## src/design/rbb_pkg.sv

```systemverilog
`timescale 1ns / 1ps

package rbb_pkg;

  // Request kinds carried in the input tuser field.
  typedef enum logic [1:0] {
    REQ_NEW       = 2'd0,
    REQ_PLAIN     = 2'd1,
    REQ_THROTTLED = 2'd2,
    REQ_UNUSED    = 2'd3
  } rbb_req_t;

  // Configuration register indexes.
  typedef enum logic [1:0] {
    CFG_MAX_RETRIES = 2'd0,
    CFG_BASE_WAIT   = 2'd1,
    CFG_BACKOFF     = 2'd2,
    CFG_NONE        = 2'd3
  } rbb_cfg_idx_t;

  // Sequencer states.
  typedef enum logic [3:0] {
    ST_IDLE,
    ST_POW,
    ST_MUL_LO,
    ST_MUL_HI,
    ST_MUL_ADD,
    ST_SCALE,
    ST_MOD,
    ST_JIT,
    ST_DONE
  } rbb_state_t;

  // Control of the shared multiplier: which half of the accumulator to multiply.
  typedef struct packed {
    logic lo;
    logic hi;
  } rbb_mul_ctl_t;

  // Status of the modulo unit.
  typedef struct packed {
    logic busy;
    logic done;
  } rbb_mod_sts_t;

  localparam int unsigned RBB_ACC_W       = 64;
  localparam int unsigned RBB_HALF_W      = 32;
  localparam int unsigned RBB_FACTOR_W    = 16;
  localparam int unsigned RBB_PROD_W      = RBB_HALF_W + RBB_FACTOR_W;
  localparam int unsigned RBB_JIT_W       = 14;
  localparam int unsigned RBB_MOD_STEPS   = 64;
  localparam int unsigned RBB_MOD_CNT_W   = $clog2(RBB_MOD_STEPS);

  localparam logic [7:0]  RBB_COUNT_MAX       = 8'd255;
  localparam logic [7:0]  RBB_THROTTLE_EXTRA  = 8'd5;
  localparam logic [13:0] RBB_THROTTLE_CAP_MS = 14'd10000;
  localparam logic [15:0] RBB_RA_CAP_MS       = 16'd60000;

  localparam logic [7:0]  RBB_MAX_RETRIES_RST = 8'd3;
  localparam logic [31:0] RBB_BASE_WAIT_RST   = 32'd100;
  localparam logic [15:0] RBB_BACKOFF_RST     = 16'd1024;

endpackage

```

## src/design/rbb_mul_unit.sv

```systemverilog
`timescale 1ns / 1ps

module rbb_mul_unit (
  input  logic                                    clk,
  input  rbb_pkg::rbb_mul_ctl_t                   ctl,
  input  logic [rbb_pkg::RBB_ACC_W-1:0]           acc_i,
  input  logic [rbb_pkg::RBB_FACTOR_W-1:0]        factor_i,
  output logic [rbb_pkg::RBB_ACC_W-1:0]           step_o,
  output logic                                    sat_o
);

  logic [rbb_pkg::RBB_HALF_W-1:0] mul_a;
  logic [rbb_pkg::RBB_PROD_W-1:0] mul_p;
  logic [rbb_pkg::RBB_PROD_W-1:0] lo_r;
  logic [rbb_pkg::RBB_PROD_W-1:0] hi_r;
  logic [rbb_pkg::RBB_ACC_W:0]    sum;

  // One 32x16 multiplier serves both halves of the accumulator in turn.
  always_comb begin
    mul_a = ctl.hi ? acc_i[rbb_pkg::RBB_ACC_W-1:rbb_pkg::RBB_HALF_W]
                   : acc_i[rbb_pkg::RBB_HALF_W-1:0];
    mul_p = rbb_pkg::RBB_PROD_W'(mul_a) * rbb_pkg::RBB_PROD_W'(factor_i);
  end

  // Partial products are held for the combining step.
  always_ff @(posedge clk) begin
    if (ctl.lo) begin
      lo_r <= mul_p;
    end
    if (ctl.hi) begin
      hi_r <= mul_p;
    end
  end

  // Combine hi*2^24 + lo/2^8; saturate if the high product or the sum overflows.
  always_comb begin
    sum = {1'b0, hi_r[39:0], 24'd0} + {25'd0, lo_r[rbb_pkg::RBB_PROD_W-1:8]};
    sat_o = (hi_r[rbb_pkg::RBB_PROD_W-1:40] != '0) || sum[rbb_pkg::RBB_ACC_W];
    step_o = sat_o ? '1 : sum[rbb_pkg::RBB_ACC_W-1:0];
  end

endmodule

```

## src/design/rbb_mod_unit.sv

```systemverilog
`timescale 1ns / 1ps

module rbb_mod_unit (
  input  logic                                 clk,
  input  logic                                 rst_n,
  input  logic                                 start,
  input  logic [rbb_pkg::RBB_ACC_W-1:0]        dividend_i,
  input  logic [rbb_pkg::RBB_JIT_W-1:0]        divisor_i,
  output rbb_pkg::rbb_mod_sts_t                sts,
  output logic [rbb_pkg::RBB_JIT_W-1:0]        rem_o
);

  logic [rbb_pkg::RBB_ACC_W-1:0]     num_r;
  logic [rbb_pkg::RBB_JIT_W-1:0]     den_r;
  logic [rbb_pkg::RBB_JIT_W-1:0]     rem_r;
  logic [rbb_pkg::RBB_JIT_W-1:0]     trial;
  logic [rbb_pkg::RBB_JIT_W-1:0]     rem_nxt;
  logic [rbb_pkg::RBB_MOD_CNT_W-1:0] cnt_r;
  logic                              busy_r;
  logic                              done_r;

  // Restoring remainder step: bring in one dividend bit, subtract if it fits.
  // The remainder stays below the divisor, so the shifted value fits the width.
  always_comb begin
    trial   = {rem_r[rbb_pkg::RBB_JIT_W-2:0], num_r[rbb_pkg::RBB_ACC_W-1]};
    rem_nxt = (trial >= den_r) ? (trial - den_r) : trial;
  end

  // Control: one dividend bit per cycle, a done pulse after the last one.
  always_ff @(posedge clk) begin
    if (!rst_n) begin
      busy_r <= 1'b0;
      done_r <= 1'b0;
      cnt_r  <= '0;
    end else begin
      done_r <= 1'b0;
      if (start) begin
        busy_r <= 1'b1;
        cnt_r  <= '0;
      end else if (busy_r) begin
        cnt_r <= cnt_r + 1'b1;
        if (cnt_r == rbb_pkg::RBB_MOD_CNT_W'(rbb_pkg::RBB_MOD_STEPS - 1)) begin
          busy_r <= 1'b0;
          done_r <= 1'b1;
        end
      end
    end
  end

  // Datapath.
  always_ff @(posedge clk) begin
    if (start) begin
      num_r <= dividend_i;
      den_r <= divisor_i;
      rem_r <= '0;
    end else if (busy_r) begin
      num_r <= {num_r[rbb_pkg::RBB_ACC_W-2:0], 1'b0};
      rem_r <= rem_nxt;
    end
  end

  assign sts.busy = busy_r;
  assign sts.done = done_r;
  assign rem_o    = rem_r;

endmodule

```

## src/design/retry_backoff_budget.sv

```systemverilog
`timescale 1ns / 1ps

// Retry budget with exponential backoff and jitter. Each request is one event
// (new request, plain retry, throttled retry) and gives exactly one result:
// a grant flag and a wait in ms. The block takes one request at a time and
// in_tready is low while it works. A new request, an unused kind, a refused
// retry or the first plain retry goes straight to the result state. A granted
// retry that needs a wait raises the factor to an exponent of n by repeated
// Q8.8 multiplication through one shared 32x16 multiplier, each exponent step
// running through the states POW, MUL_LO, MUL_HI and MUL_ADD; n is at most the
// retry count (254), and the loop ends early when the accumulator saturates or
// reaches zero. A throttled retry then finds the jitter remainder, one dividend
// bit per cycle. A stalled result holds the block in its last state until the
// output register is free. Configuration writes must be made only while the
// block is idle with no request outstanding.
module retry_backoff_budget #(
  parameter int unsigned WAIT_WIDTH = 32
) (
  input  logic                           clk,
  input  logic                           rst_n,
  // Configuration write port.
  input  logic                           cfg_we,
  input  logic [1:0]                     cfg_index,
  input  logic [31:0]                    cfg_wdata,
  // Request channel.
  input  logic                           in_tvalid,
  output logic                           in_tready,
  input  logic [79:0]                    in_tdata,  // server_delay_ms[15:0], random_value[79:16]
  input  logic [2:0]                     in_tuser,  // req_type[1:0], retry_after_valid[2]
  // Result channel.
  output logic                           out_tvalid,
  input  logic                           out_tready,
  output logic [((WAIT_WIDTH + 8) / 8) * 8 - 1:0] out_tdata  // retry_granted[0], wait_ms[WAIT_WIDTH:1]
);

  localparam int unsigned OUT_W = ((WAIT_WIDTH + 1 + 7) / 8) * 8;
  localparam logic [63:0] WAIT_MAX = (64'd1 << WAIT_WIDTH) - 64'd1;

  // Configuration and budget state.
  logic [7:0]  max_retries_r;
  logic [31:0] base_wait_r;
  logic [15:0] factor_r;
  logic [7:0]  count_r;

  // Sequencer and working registers.
  rbb_pkg::rbb_state_t state_r, state_nxt;
  logic [63:0]            acc_r;
  logic                   sat_r;
  logic [7:0]             exp_r;
  logic                   thr_r;
  logic                   granted_r;
  logic                   ra_valid_r;
  logic [15:0]            ra_ms_r;
  logic [63:0]            rnd_r;
  logic [WAIT_WIDTH-1:0]  wait_r;

  // Output register.
  logic                   out_valid_r;
  logic                   out_granted_r;
  logic [WAIT_WIDTH-1:0]  out_wait_r;

  // Decode of the incoming request.
  rbb_pkg::rbb_req_t req;
  logic              in_fire;
  logic              thr_in;
  logic [7:0]        extra;
  logic              spent;
  logic              is_retry;
  logic              need_pow;
  logic [7:0]        exp_in;

  // Sequencer outputs.
  rbb_pkg::rbb_mul_ctl_t mul_ctl;
  logic                  mod_start;
  logic                  out_load;
  logic                  pow_end;

  // Unit connections.
  logic [63:0]                      mul_step;
  logic                             mul_sat;
  rbb_pkg::rbb_mod_sts_t            mod_sts;
  logic [rbb_pkg::RBB_JIT_W-1:0]    mod_rem;
  logic [rbb_pkg::RBB_JIT_W-1:0]    mod_div;

  // Scaling and jitter datapath.
  logic [63:0]                      w64;
  logic [63:0]                      w_clamp;
  logic [rbb_pkg::RBB_JIT_W-1:0]    w_cap;
  logic [rbb_pkg::RBB_JIT_W-1:0]    wait_jit;
  logic [15:0]                      ra_c;
  logic [15:0]                      wait_fin;

  // Budget check for the request at the input.
  always_comb begin
    req      = rbb_pkg::rbb_req_t'(in_tuser[1:0]);
    in_fire  = in_tvalid && in_tready;
    thr_in   = (req == rbb_pkg::REQ_THROTTLED);
    is_retry = (req == rbb_pkg::REQ_PLAIN) || thr_in;
    extra    = thr_in ? rbb_pkg::RBB_THROTTLE_EXTRA : 8'd0;
    spent    = (count_r == rbb_pkg::RBB_COUNT_MAX) ||
               ((count_r >= max_retries_r) && ((count_r - max_retries_r) >= extra));
    need_pow = is_retry && !spent && (thr_in || (count_r != 8'd0));
    exp_in   = thr_in ? count_r : (count_r - 8'd1);
  end

  // The power loop ends when the exponent is used up or the value cannot change.
  assign pow_end = (exp_r == 8'd0) || sat_r || (acc_r == 64'd0);

  // Next state.
  always_comb begin
    state_nxt = state_r;
    unique case (state_r)
      rbb_pkg::ST_IDLE: begin
        if (in_fire) begin
          state_nxt = need_pow ? rbb_pkg::ST_POW : rbb_pkg::ST_DONE;
        end
      end
      rbb_pkg::ST_POW:     state_nxt = pow_end ? rbb_pkg::ST_SCALE : rbb_pkg::ST_MUL_LO;
      rbb_pkg::ST_MUL_LO:  state_nxt = rbb_pkg::ST_MUL_HI;
      rbb_pkg::ST_MUL_HI:  state_nxt = rbb_pkg::ST_MUL_ADD;
      rbb_pkg::ST_MUL_ADD: state_nxt = rbb_pkg::ST_POW;
      rbb_pkg::ST_SCALE:   state_nxt = thr_r ? rbb_pkg::ST_MOD : rbb_pkg::ST_DONE;
      rbb_pkg::ST_MOD: begin
        if (mod_sts.done) begin
          state_nxt = rbb_pkg::ST_JIT;
        end
      end
      rbb_pkg::ST_JIT:     state_nxt = rbb_pkg::ST_DONE;
      rbb_pkg::ST_DONE: begin
        if (!out_valid_r || out_tready) begin
          state_nxt = rbb_pkg::ST_IDLE;
        end
      end
      default:             state_nxt = rbb_pkg::ST_IDLE;
    endcase
  end

  // Sequencer outputs.
  always_comb begin
    in_tready  = 1'b0;
    mul_ctl.lo = 1'b0;
    mul_ctl.hi = 1'b0;
    mod_start  = 1'b0;
    out_load   = 1'b0;
    unique case (state_r)
      rbb_pkg::ST_IDLE:   in_tready  = 1'b1;
      rbb_pkg::ST_MUL_LO: mul_ctl.lo = 1'b1;
      rbb_pkg::ST_MUL_HI: mul_ctl.hi = 1'b1;
      rbb_pkg::ST_SCALE:  mod_start  = thr_r;
      rbb_pkg::ST_DONE:   out_load   = !out_valid_r || out_tready;
      default: begin
      end
    endcase
  end

  // Wait from the accumulator, limited to the port width; throttled waits are
  // capped and give the jitter divisor wait/2 + 1.
  always_comb begin
    w64      = sat_r ? 64'hFFFF_FFFF_FFFF_FFFF : {8'd0, acc_r[63:8]};
    w_clamp  = (w64 > WAIT_MAX) ? WAIT_MAX : w64;
    w_cap    = (w64 > 64'(rbb_pkg::RBB_THROTTLE_CAP_MS)) ? rbb_pkg::RBB_THROTTLE_CAP_MS
                                                          : w64[rbb_pkg::RBB_JIT_W-1:0];
    mod_div  = {1'b0, w_cap[rbb_pkg::RBB_JIT_W-1:1]} + 14'd1;
  end

  // Jitter and the Retry-After floor.
  always_comb begin
    wait_jit = wait_r[rbb_pkg::RBB_JIT_W-1:0] - mod_rem;
    ra_c     = (ra_ms_r > rbb_pkg::RBB_RA_CAP_MS) ? rbb_pkg::RBB_RA_CAP_MS : ra_ms_r;
    wait_fin = (ra_valid_r && (ra_c > 16'(wait_jit))) ? ra_c : 16'(wait_jit);
  end

  // Control registers.
  always_ff @(posedge clk) begin
    if (!rst_n) begin
      state_r       <= rbb_pkg::ST_IDLE;
      out_valid_r   <= 1'b0;
      count_r       <= 8'd0;
      max_retries_r <= rbb_pkg::RBB_MAX_RETRIES_RST;
      base_wait_r   <= rbb_pkg::RBB_BASE_WAIT_RST;
      factor_r      <= rbb_pkg::RBB_BACKOFF_RST;
    end else begin
      state_r <= state_nxt;

      // Configuration writes.
      if (cfg_we) begin
        unique case (rbb_pkg::rbb_cfg_idx_t'(cfg_index))
          rbb_pkg::CFG_MAX_RETRIES: max_retries_r <= cfg_wdata[7:0];
          rbb_pkg::CFG_BASE_WAIT:   base_wait_r   <= cfg_wdata;
          rbb_pkg::CFG_BACKOFF:     factor_r      <= cfg_wdata[15:0];
          rbb_pkg::CFG_NONE: begin
          end
        endcase
      end

      // Retry count: cleared by a new request, bumped by a granted retry.
      if (in_fire) begin
        if (req == rbb_pkg::REQ_NEW) begin
          count_r <= 8'd0;
        end else if (is_retry && !spent) begin
          count_r <= count_r + 8'd1;
        end
      end

      // Result handshake.
      if (out_load) begin
        out_valid_r <= 1'b1;
      end else if (out_tready) begin
        out_valid_r <= 1'b0;
      end
    end
  end

  // Datapath registers.
  always_ff @(posedge clk) begin
    if (in_fire) begin
      thr_r      <= thr_in;
      granted_r  <= is_retry && !spent;
      ra_valid_r <= in_tuser[2];
      ra_ms_r    <= in_tdata[15:0];
      rnd_r      <= in_tdata[79:16];
      wait_r     <= '0;
      acc_r      <= {24'd0, base_wait_r, 8'd0};
      sat_r      <= 1'b0;
      exp_r      <= exp_in;
    end
    if (state_r == rbb_pkg::ST_MUL_ADD) begin
      acc_r <= mul_step;
      sat_r <= mul_sat;
      exp_r <= exp_r - 8'd1;
    end
    if (state_r == rbb_pkg::ST_SCALE) begin
      wait_r <= thr_r ? WAIT_WIDTH'(w_cap) : w_clamp[WAIT_WIDTH-1:0];
    end
    if (state_r == rbb_pkg::ST_JIT) begin
      wait_r <= WAIT_WIDTH'(wait_fin);
    end
    if (out_load) begin
      out_granted_r <= granted_r;
      out_wait_r    <= wait_r;
    end
  end

  rbb_mul_unit u_mul (
    .clk      (clk),
    .ctl      (mul_ctl),
    .acc_i    (acc_r),
    .factor_i (factor_r),
    .step_o   (mul_step),
    .sat_o    (mul_sat)
  );

  rbb_mod_unit u_mod (
    .clk        (clk),
    .rst_n      (rst_n),
    .start      (mod_start),
    .dividend_i (rnd_r),
    .divisor_i  (mod_div),
    .sts        (mod_sts),
    .rem_o      (mod_rem)
  );

  assign out_tvalid = out_valid_r;
  assign out_tdata  = OUT_W'({out_wait_r, out_granted_r});

  // The remainder unit only runs while the sequencer waits for it.
  a_mod_in_state: assert property (@(posedge clk) disable iff (!rst_n)
    (mod_sts.busy || mod_sts.done) |-> (state_r == rbb_pkg::ST_MOD))
    else $error("remainder unit active outside its state");

  // A finished remainder is below its divisor.
  a_mod_rem_range: assert property (@(posedge clk) disable iff (!rst_n)
    mod_sts.done |-> (mod_rem < u_mod.den_r))
    else $error("jitter remainder not below divisor");

  // A refused request never carries a wait.
  a_refused_zero: assert property (@(posedge clk) disable iff (!rst_n)
    (out_valid_r && !out_granted_r) |-> (out_wait_r == '0))
    else $error("refused request with nonzero wait");

  // A taken request closes the input until its result is registered.
  a_one_at_a_time: assert property (@(posedge clk) disable iff (!rst_n)
    in_fire |=> !in_tready)
    else $error("second request taken while one is in work");

  // The power loop never runs past its exponent.
  a_pow_bound: assert property (@(posedge clk) disable iff (!rst_n)
    (state_r == rbb_pkg::ST_MUL_LO) |-> (exp_r != 8'd0))
    else $error("multiply step with exhausted exponent");

endmodule
```

## config.mk

```make
export PLATFORM = sky130hd
export DESIGN_NAME = retry_backoff_budget
export DESIGN_NICKNAME = d
export VERILOG_FILES = /design/src/design/rbb_pkg.sv /design/src/design/rbb_mul_unit.sv /design/src/design/rbb_mod_unit.sv /design/src/design/retry_backoff_budget.sv
export SDC_FILE = /design/constraint.sdc
export NUM_CORES = 2
export LEC_CHECK = 0
export BUFFER_PORTS_ARGS = -buffer_cell sky130_fd_sc_hd__buf_2
export CAP_MARGIN = 20
export CORE_MARGIN = 5
export CORE_UTILIZATION = 40
export DETAILED_ROUTE_END_ITERATION = 8
export HOLD_SLACK_MARGIN = 0.1
export PLACE_DENSITY = 0.57
export SLEW_MARGIN = 40
export SYNTH_ARGS = -nofsm -noshare
export SYNTH_HDL_FRONTEND = slang
export SYNTH_SLANG_ARGS = --single-unit
```

## constraint.sdc

```tcl
create_clock -name clk -period 9.58 [get_ports clk]
set_input_delay 0.479 -clock clk [delete_from_list [all_inputs] [get_ports clk]]
set_output_delay 0.479 -clock clk [all_outputs]
set_load 0.1 [all_outputs]
```

# After elaboration in Yosys (flattened, before gate mapping)
# Index checks and enable logic that the tools add are counted.
dict set report totals {
  inputBits 122
  elab_cells 138
  regBits 486
  out_inout_bits 42
}
dict set report classes {
  bitwise_logic 2
  add_sub_neg 9
  eq_ne 17
  mul 1
  muxes 42
  reduce_logical 34
  order_cmp 7
}
# cell n
set op_table {}
lappend op_table {{64-bit 2-to-1 mux} 6}
lappend op_table {{32-bit 2-to-1 mux} 5}
lappend op_table {{64-bit by 40-bit adder with 65-bit output} 1}
lappend op_table {{64-bit by 14-bit greater-than comparator with 1-bit output (second input constant)} 1}
lappend op_table {{64-bit by 32-bit greater-than comparator with 1-bit output (second input constant)} 1}
lappend op_table {{64-bit zero test} 1}
lappend op_table {{32-bit by 16-bit multiplier with 48-bit output} 1}
lappend op_table {{16-bit 2-to-1 mux} 3}
lappend op_table {{8-bit 2-to-1 mux} 5}
lappend op_table {{4-bit case mux with 9 select lines} 1}
lappend op_table {{14-bit 2-to-1 mux} 2}
lappend op_table {{14-bit subtractor} 2}
lappend op_table {{4-bit 2-to-1 mux} 5}
lappend op_table {{4-bit by 3-bit equality test with 1-bit output (second input constant)} 4}
lappend op_table {{16-bit by 14-bit greater-than comparator with 1-bit output} 1}
lappend op_table {{16-bit greater-than comparator (second input constant)} 1}
lappend op_table {{8-bit nonzero test} 2}
lappend op_table {{8-bit by 1-bit subtractor with 8-bit output (second input constant)} 2}
lappend op_table {{13-bit by 1-bit adder with 14-bit output (second input constant)} 1}
lappend op_table {{14-bit >= comparator} 1}
lappend op_table {{1-bit 2-to-1 mux} 13}
lappend op_table {{2-bit nonzero test} 5}
lappend op_table {{8-bit by 1-bit adder with 8-bit output (second input constant)} 1}
lappend op_table {{4-bit by 2-bit equality test with 1-bit output (second input constant)} 2}
lappend op_table {{25 further kinds} 45}

# Longest topological paths before layout
dict set report logic_depth {
  word_depth 11
  ltp_mapped 29
  depth_no_buf 26
}

# Hierarchy
# A second synthesis with hierarchy kept.
dict set report unflattened {
  cells_unflattened 3788
  area_unflattened_um2 38941.1
}
# mod seq_area_each_um2 n_inst area_per_inst_um2 cells_per_inst
set modules_own_cells {}
lappend modules_own_cells {rbb_mul_unit 2642.5 1 21161.5 2319}
lappend modules_own_cells {retry_backoff_budget 7857.5 1 13026.2 1113}
lappend modules_own_cells {rbb_mod_unit 2782.7 1 4753.3 356}

# Worst setup path after synthesis
# No wires, ideal clock.
dict set report synth_path {
  path_kind {flip-flop to flip-flop}
  startpoint {register state_r[1]}
  endpoint {register u_mul.hi_r[45] (netlist bit) (data pin)}
  path_buffers 3
  setup_ns 0.273
  stages_incl_launch_ff 25
  period_less_slack_ns 8.800
  required_time_ns 9.307
  t_arrival_ns 8.527
  setup_slack_ns 0.780
  cell_sequence {dfxtp_1 nand2_1 nor3_1 clkbuf_1 mux2_2 clkbuf_1 nand2_1 fa_1 inv_1 fa_1 fa_1 fa_1 fa_1 inv_1 fa_1 inv_1 ha_1 clkbuf_1 nand3_1 or4b_1 and2_1 o2111ai_1 nand2_1 o31ai_1 xor2_1}
}
dict set report synth_between {
  elab_chain_cells 4
}
# element line_no
set synth_rtl {}
lappend synth_rtl {{start, declared} retry_backoff_budget.sv:46} ;# rbb_pkg::rbb_state_t state_r, state_nxt;
lappend synth_rtl {{start signal, assigned} retry_backoff_budget.sv:176} ;# state_r <= rbb_pkg::ST_IDLE;
lappend synth_rtl {{start signal, assigned} retry_backoff_budget.sv:183} ;# state_r <= state_nxt;
lappend synth_rtl {{4-bit by 2-bit equality test with 1-bit output} retry_backoff_budget.sv:145} ;# unique case (state_r)
lappend synth_rtl {{1-bit 2-to-1 mux} retry_backoff_budget.sv:145}
lappend synth_rtl {{32-bit 2-to-1 mux} rbb_mul_unit.sv:20} ;# mul_a = ctl.hi ? acc_i[rbb_pkg::RBB_ACC_W-1:rbb_pkg::RBB_HALF_W]
lappend synth_rtl {{32-bit by 16-bit multiplier with 48-bit output} rbb_mul_unit.sv:22} ;# mul_p = rbb_pkg::RBB_PROD_W'(mul_a) * rbb_pkg::RBB_PROD_W'(factor_i);
lappend synth_rtl {{net u_mul.mul_p (one bit)} rbb_mul_unit.sv:13} ;# logic [rbb_pkg::RBB_PROD_W-1:0] mul_p;
lappend synth_rtl {{end signal, assigned} rbb_mul_unit.sv:31} ;# hi_r <= mul_p;
lappend synth_rtl {{end, declared} rbb_mul_unit.sv:15} ;# logic [rbb_pkg::RBB_PROD_W-1:0] hi_r;
# The timed path passes the listed nets, and every way through them passes these cells.
# A chain may end at the register's enable or synchronous reset.

# Final worst setup path
dict set report layout_path {
  startpoint {register state_r[1]}
  endpoint {register u_mul.lo_r[44] (netlist bit) (data pin)}
}
dict set report layout_between {
  elab_chain_cells 4
}
# element line_no
set layout_rtl {}
lappend layout_rtl {{4-bit by 2-bit equality test with 1-bit output} retry_backoff_budget.sv:145}
lappend layout_rtl {{1-bit 2-to-1 mux} retry_backoff_budget.sv:145}
lappend layout_rtl {{32-bit 2-to-1 mux} rbb_mul_unit.sv:20}
lappend layout_rtl {{32-bit by 16-bit multiplier with 48-bit output} rbb_mul_unit.sv:22}
lappend layout_rtl {{net u_mul.mul_p (one bit)} rbb_mul_unit.sv:13}
lappend layout_rtl {{end signal, assigned} rbb_mul_unit.sv:28} ;# lo_r <= mul_p;
lappend layout_rtl {{end, declared} rbb_mul_unit.sv:14} ;# logic [rbb_pkg::RBB_PROD_W-1:0] lo_r;
# The timed path passes the listed nets, and every way through them passes these cells.

==> summary.txt <==
Status - finished clean
Fmax achieved - 118 MHz
Post-Syn Instances - 3836
CTS buffer count - 50
Longest Clk Path Bufs - 3
Final hold vios - 0
Overflow after GRT - 0
Setup violators final - 0
Hold EP - base_wait_r[8]
Seq/Total Area, Yosys - 35.0%
Global routing usage on met1 - 27.2%
Synth Register Bits - 478
GP Congestion - 0.897
Mean Syn Cell Area - 9.88 um2
Cell count after placement - 5116
Met3 Usage GRT - 2.65%
Total track usage - 20.5%
Gr busiest metal - met2
Slew Limit Headroom - 43.9%
Starting DRT DRC Count - 1668
Tot Pwr - 6.88 mW
Postcts setup bufs - 0
DRC violations left - 0
Clock-pin transition on the worst setup and hold timing paths - 0.06 ns
Initial antenna violation count - 2
Aggregate negative setup slack - 0 ns
Via count of the first global-routing pass - 27966
Die W - 318 um
PwrDens - 161 nW/um2
Port Buffers - 156
Count of flip-flops with a built-in enable after synthesis - 371
Via count - 27126
Commonest non-fill, non-tap cells in the layout - nand2_1, inv_1, fa_1, edfxtp_1, and2_1
Routed Wire Length - 103000 um
Starting Density - 40.1%
Final worst setup slack - 1.08 ns
Met2 GRT Util - 35.4%
Standard-cell rows - 113
Die height - 318 um
Die Footprint - 101000 um2
Io pins - 164
Final Skew - 0.0628 ns
Hold depth - 3
RSZ-0062 raised after global routing - false
Fin. max-slew vios - 0
Ys Warns - 0
Finished Layout Cells - 5308
Vias per cell - 5.11
Critical Path RT - 9.95 ns
Max FO, Critical Path - 81
Worst r2r dst - u_mul.lo_r[44]
Cells on worst reg2reg path - 25
VDD IR max - 126 uV
Number of unique standard cell types used by synthesis - 82
DRT antenna net count - 0
Layout Nets - 4741
Top_reg_cell synth - edfxtp_1
Placement Cell Area - 39900 um2
Final min period - 8.50 ns
Post-placement setup slack - 1.09 ns
R2R Setup Slk - 1.08 ns
Global-route wire length before repair - 164000 um
Fin crit share - 88.7%
Post-DP HPWL - 75900 um
Largest net degree at the start of global routing - 82
TritonCTS clock tree - yes
Worst Setup Start Kind - flip-flop
Synth-to-Final Area Change - 12.4%
Core Area - 94600 um2
Critical path class - reg -> reg
WL per Instance - 19.5 um
MaxCap Viol Count - 0
Worst EP arrival - 8.87 ns
Design Area, Final - 42600 um2
Skew-Pair Late Insertion Delay - 0.64 ns
Most common cell after layout, fill and taps aside - nand2_1
Share of layout cells above drive strength 1 - 8.63%
Leakage - 18.4 nW
Antenna cells - 0
CP endpoint kind - flip-flop
Clk sink count - 478
Async set or reset register ratio after synthesis - 0%
Root buf cell - clkbuf_16
Reg2reg start - state_r[1]
Router iterations before antenna repair - 6
Worst hold path type - in -> reg
Worst Max-Slew Pin Slew - 0.840 ns
Cell area after synthesis - 37900 um2
Htree depth - 2
Worst Hold Launch - cfg_wdata[8]
[synthesized netlist by cell type, types with 11 or more instances]
master,number,share of area [%]
a211oi_1,16,0.32
a21boi_0,50,0.99
a21o_1,42,0.83
a21oi_1,154,2.0
a31oi_1,20,0.33
and2_1,220,3.6
and3_1,12,0.20
buf_4,13,0.26
clkbuf_1,162,1.6
dfxtp_1,107,5.6
edfxtp_1,371,29
fa_1,422,22
ha_1,195,6.4
inv_1,542,5.4
mux2_2,31,0.92
nand2_1,715,7.1
nand3_1,37,0.49
nand4_1,20,0.33
nor2_1,194,1.9
nor2b_1,39,0.64
nor3_1,37,0.49
nor4_1,20,0.33
o211ai_1,11,0.22
o21a_1,18,0.36
o21ai_0,78,1.0
o21ai_1,11,0.15
o21bai_1,11,0.22
or3_1,11,0.18
xnor2_1,79,1.8
xor2_1,52,1.2
[per-stage QoR]
stage                     hold WS, ns  utilization (%)
final                           0.145             45.1
after floorplan                 0.400                -
after global placement          0.407             42.1
after global routing            0.141             45.1
after CTS                       0.101             45.0
after detailed placement        0.406             42.2
[per-layer routing]
layer  up-vias  routed length (um)
met5         -                   0
met4         0                3360
met3       185                5280
met2       703               50700
met1     13543               43900
li1      12695                   -
[report_power, final]
| part | internal [mW] | leakage [nW] | switching [mW] |
|---|---|---|---|
| logic | 0.765 | 13.2 | 1.48 |
| clock network | 1.15 | 0.811 | 0.856 |
| registers | 2.48 | 4.38 | 0.144 |
| total | 4.39 | 18.4 | 2.48 |
[area by class of cell]
| cell class | count | area, um2 |
|---|---|---|
| Tap cell | 1265 | 1580 |
| Fill cell | 9055 | 52000 |
| Timing Repair Buffer | 288 | 2060 |
| Clock buffer | 65 | 1360 |
| Clock inverter | 28 | 330 |
| Multi-Input combinational cell | 2640 | 22000 |
| Inverter | 544 | 2040 |
| Sequential cell | 478 | 13300 |
[critical path, stage by stage, from the launching register on]
cell and delay, ns:
dfxtp_1 0.61, nand2_1 0.12, nor3_2 0.21, buf_12 0.41
mux2_2 0.59, and2_1 0.26, fa_1 0.54, inv_1 0.06
fa_1 0.50, fa_1 0.51, inv_1 0.05, fa_1 0.46
fa_1 0.54, inv_1 0.05, fa_1 0.52, inv_1 0.04
ha_1 0.40, and4_1 0.24, a211oi_1 0.18, a21boi_0 0.38
o22ai_1 0.11, a311oi_1 0.53, nor2_1 0.22, and2_1 0.23
a211oi_1 0.30, xnor2_1 0.12
[worst max-delay path by stage]
stage,startpoint,to,slack [ns]
after floorplan,state_r[1],u_mul.hi_r[45],0.78
after global placement,state_r[1],u_mul.hi_r[44],1.22
after detailed placement,state_r[1],u_mul.lo_r[44],1.09
after CTS,state_r[1],u_mul.lo_r[44],1.07
after global routing,state_r[1],u_mul.hi_r[44],0.56
final,state_r[1],u_mul.lo_r[44],1.08
[cells by family (layout without fill, tap and decap cells)]
group           Yosys count  count (layout)  synth area share, %
fa+ha+maj               617             617                 28.7
flops                   478             478                 35.0
xor+xnor                131             131                 3.03
buf+inv                 725             925                 7.34
compound gates          483             483                 8.29
other cells               1               8              0.00989
simple gates           1361            1361                 16.4
mux                      40              40                 1.16
[sequential cells by signal, indices dropped and copies added, names as in the netlist, 32 cells and up]
| name | cells |
|---|---|
| wait_r | 32 |
| acc_r | 64 |
| u_mod.num_r | 64 |
| base_wait_r | 32 |
| rnd_r | 64 |
| u_mul.hi_r | 48 |
| out_wait_r | 32 |
| u_mul.lo_r | 40 |
[what timing repair did]
action	CTS	global route
endpoints found under the setup margin	0	0
hold buffers	99	0
endpoints found under the hold margin	99	0
gates resized for setup	0	0
No activity file was read; power rests on OpenSTA's default activity.
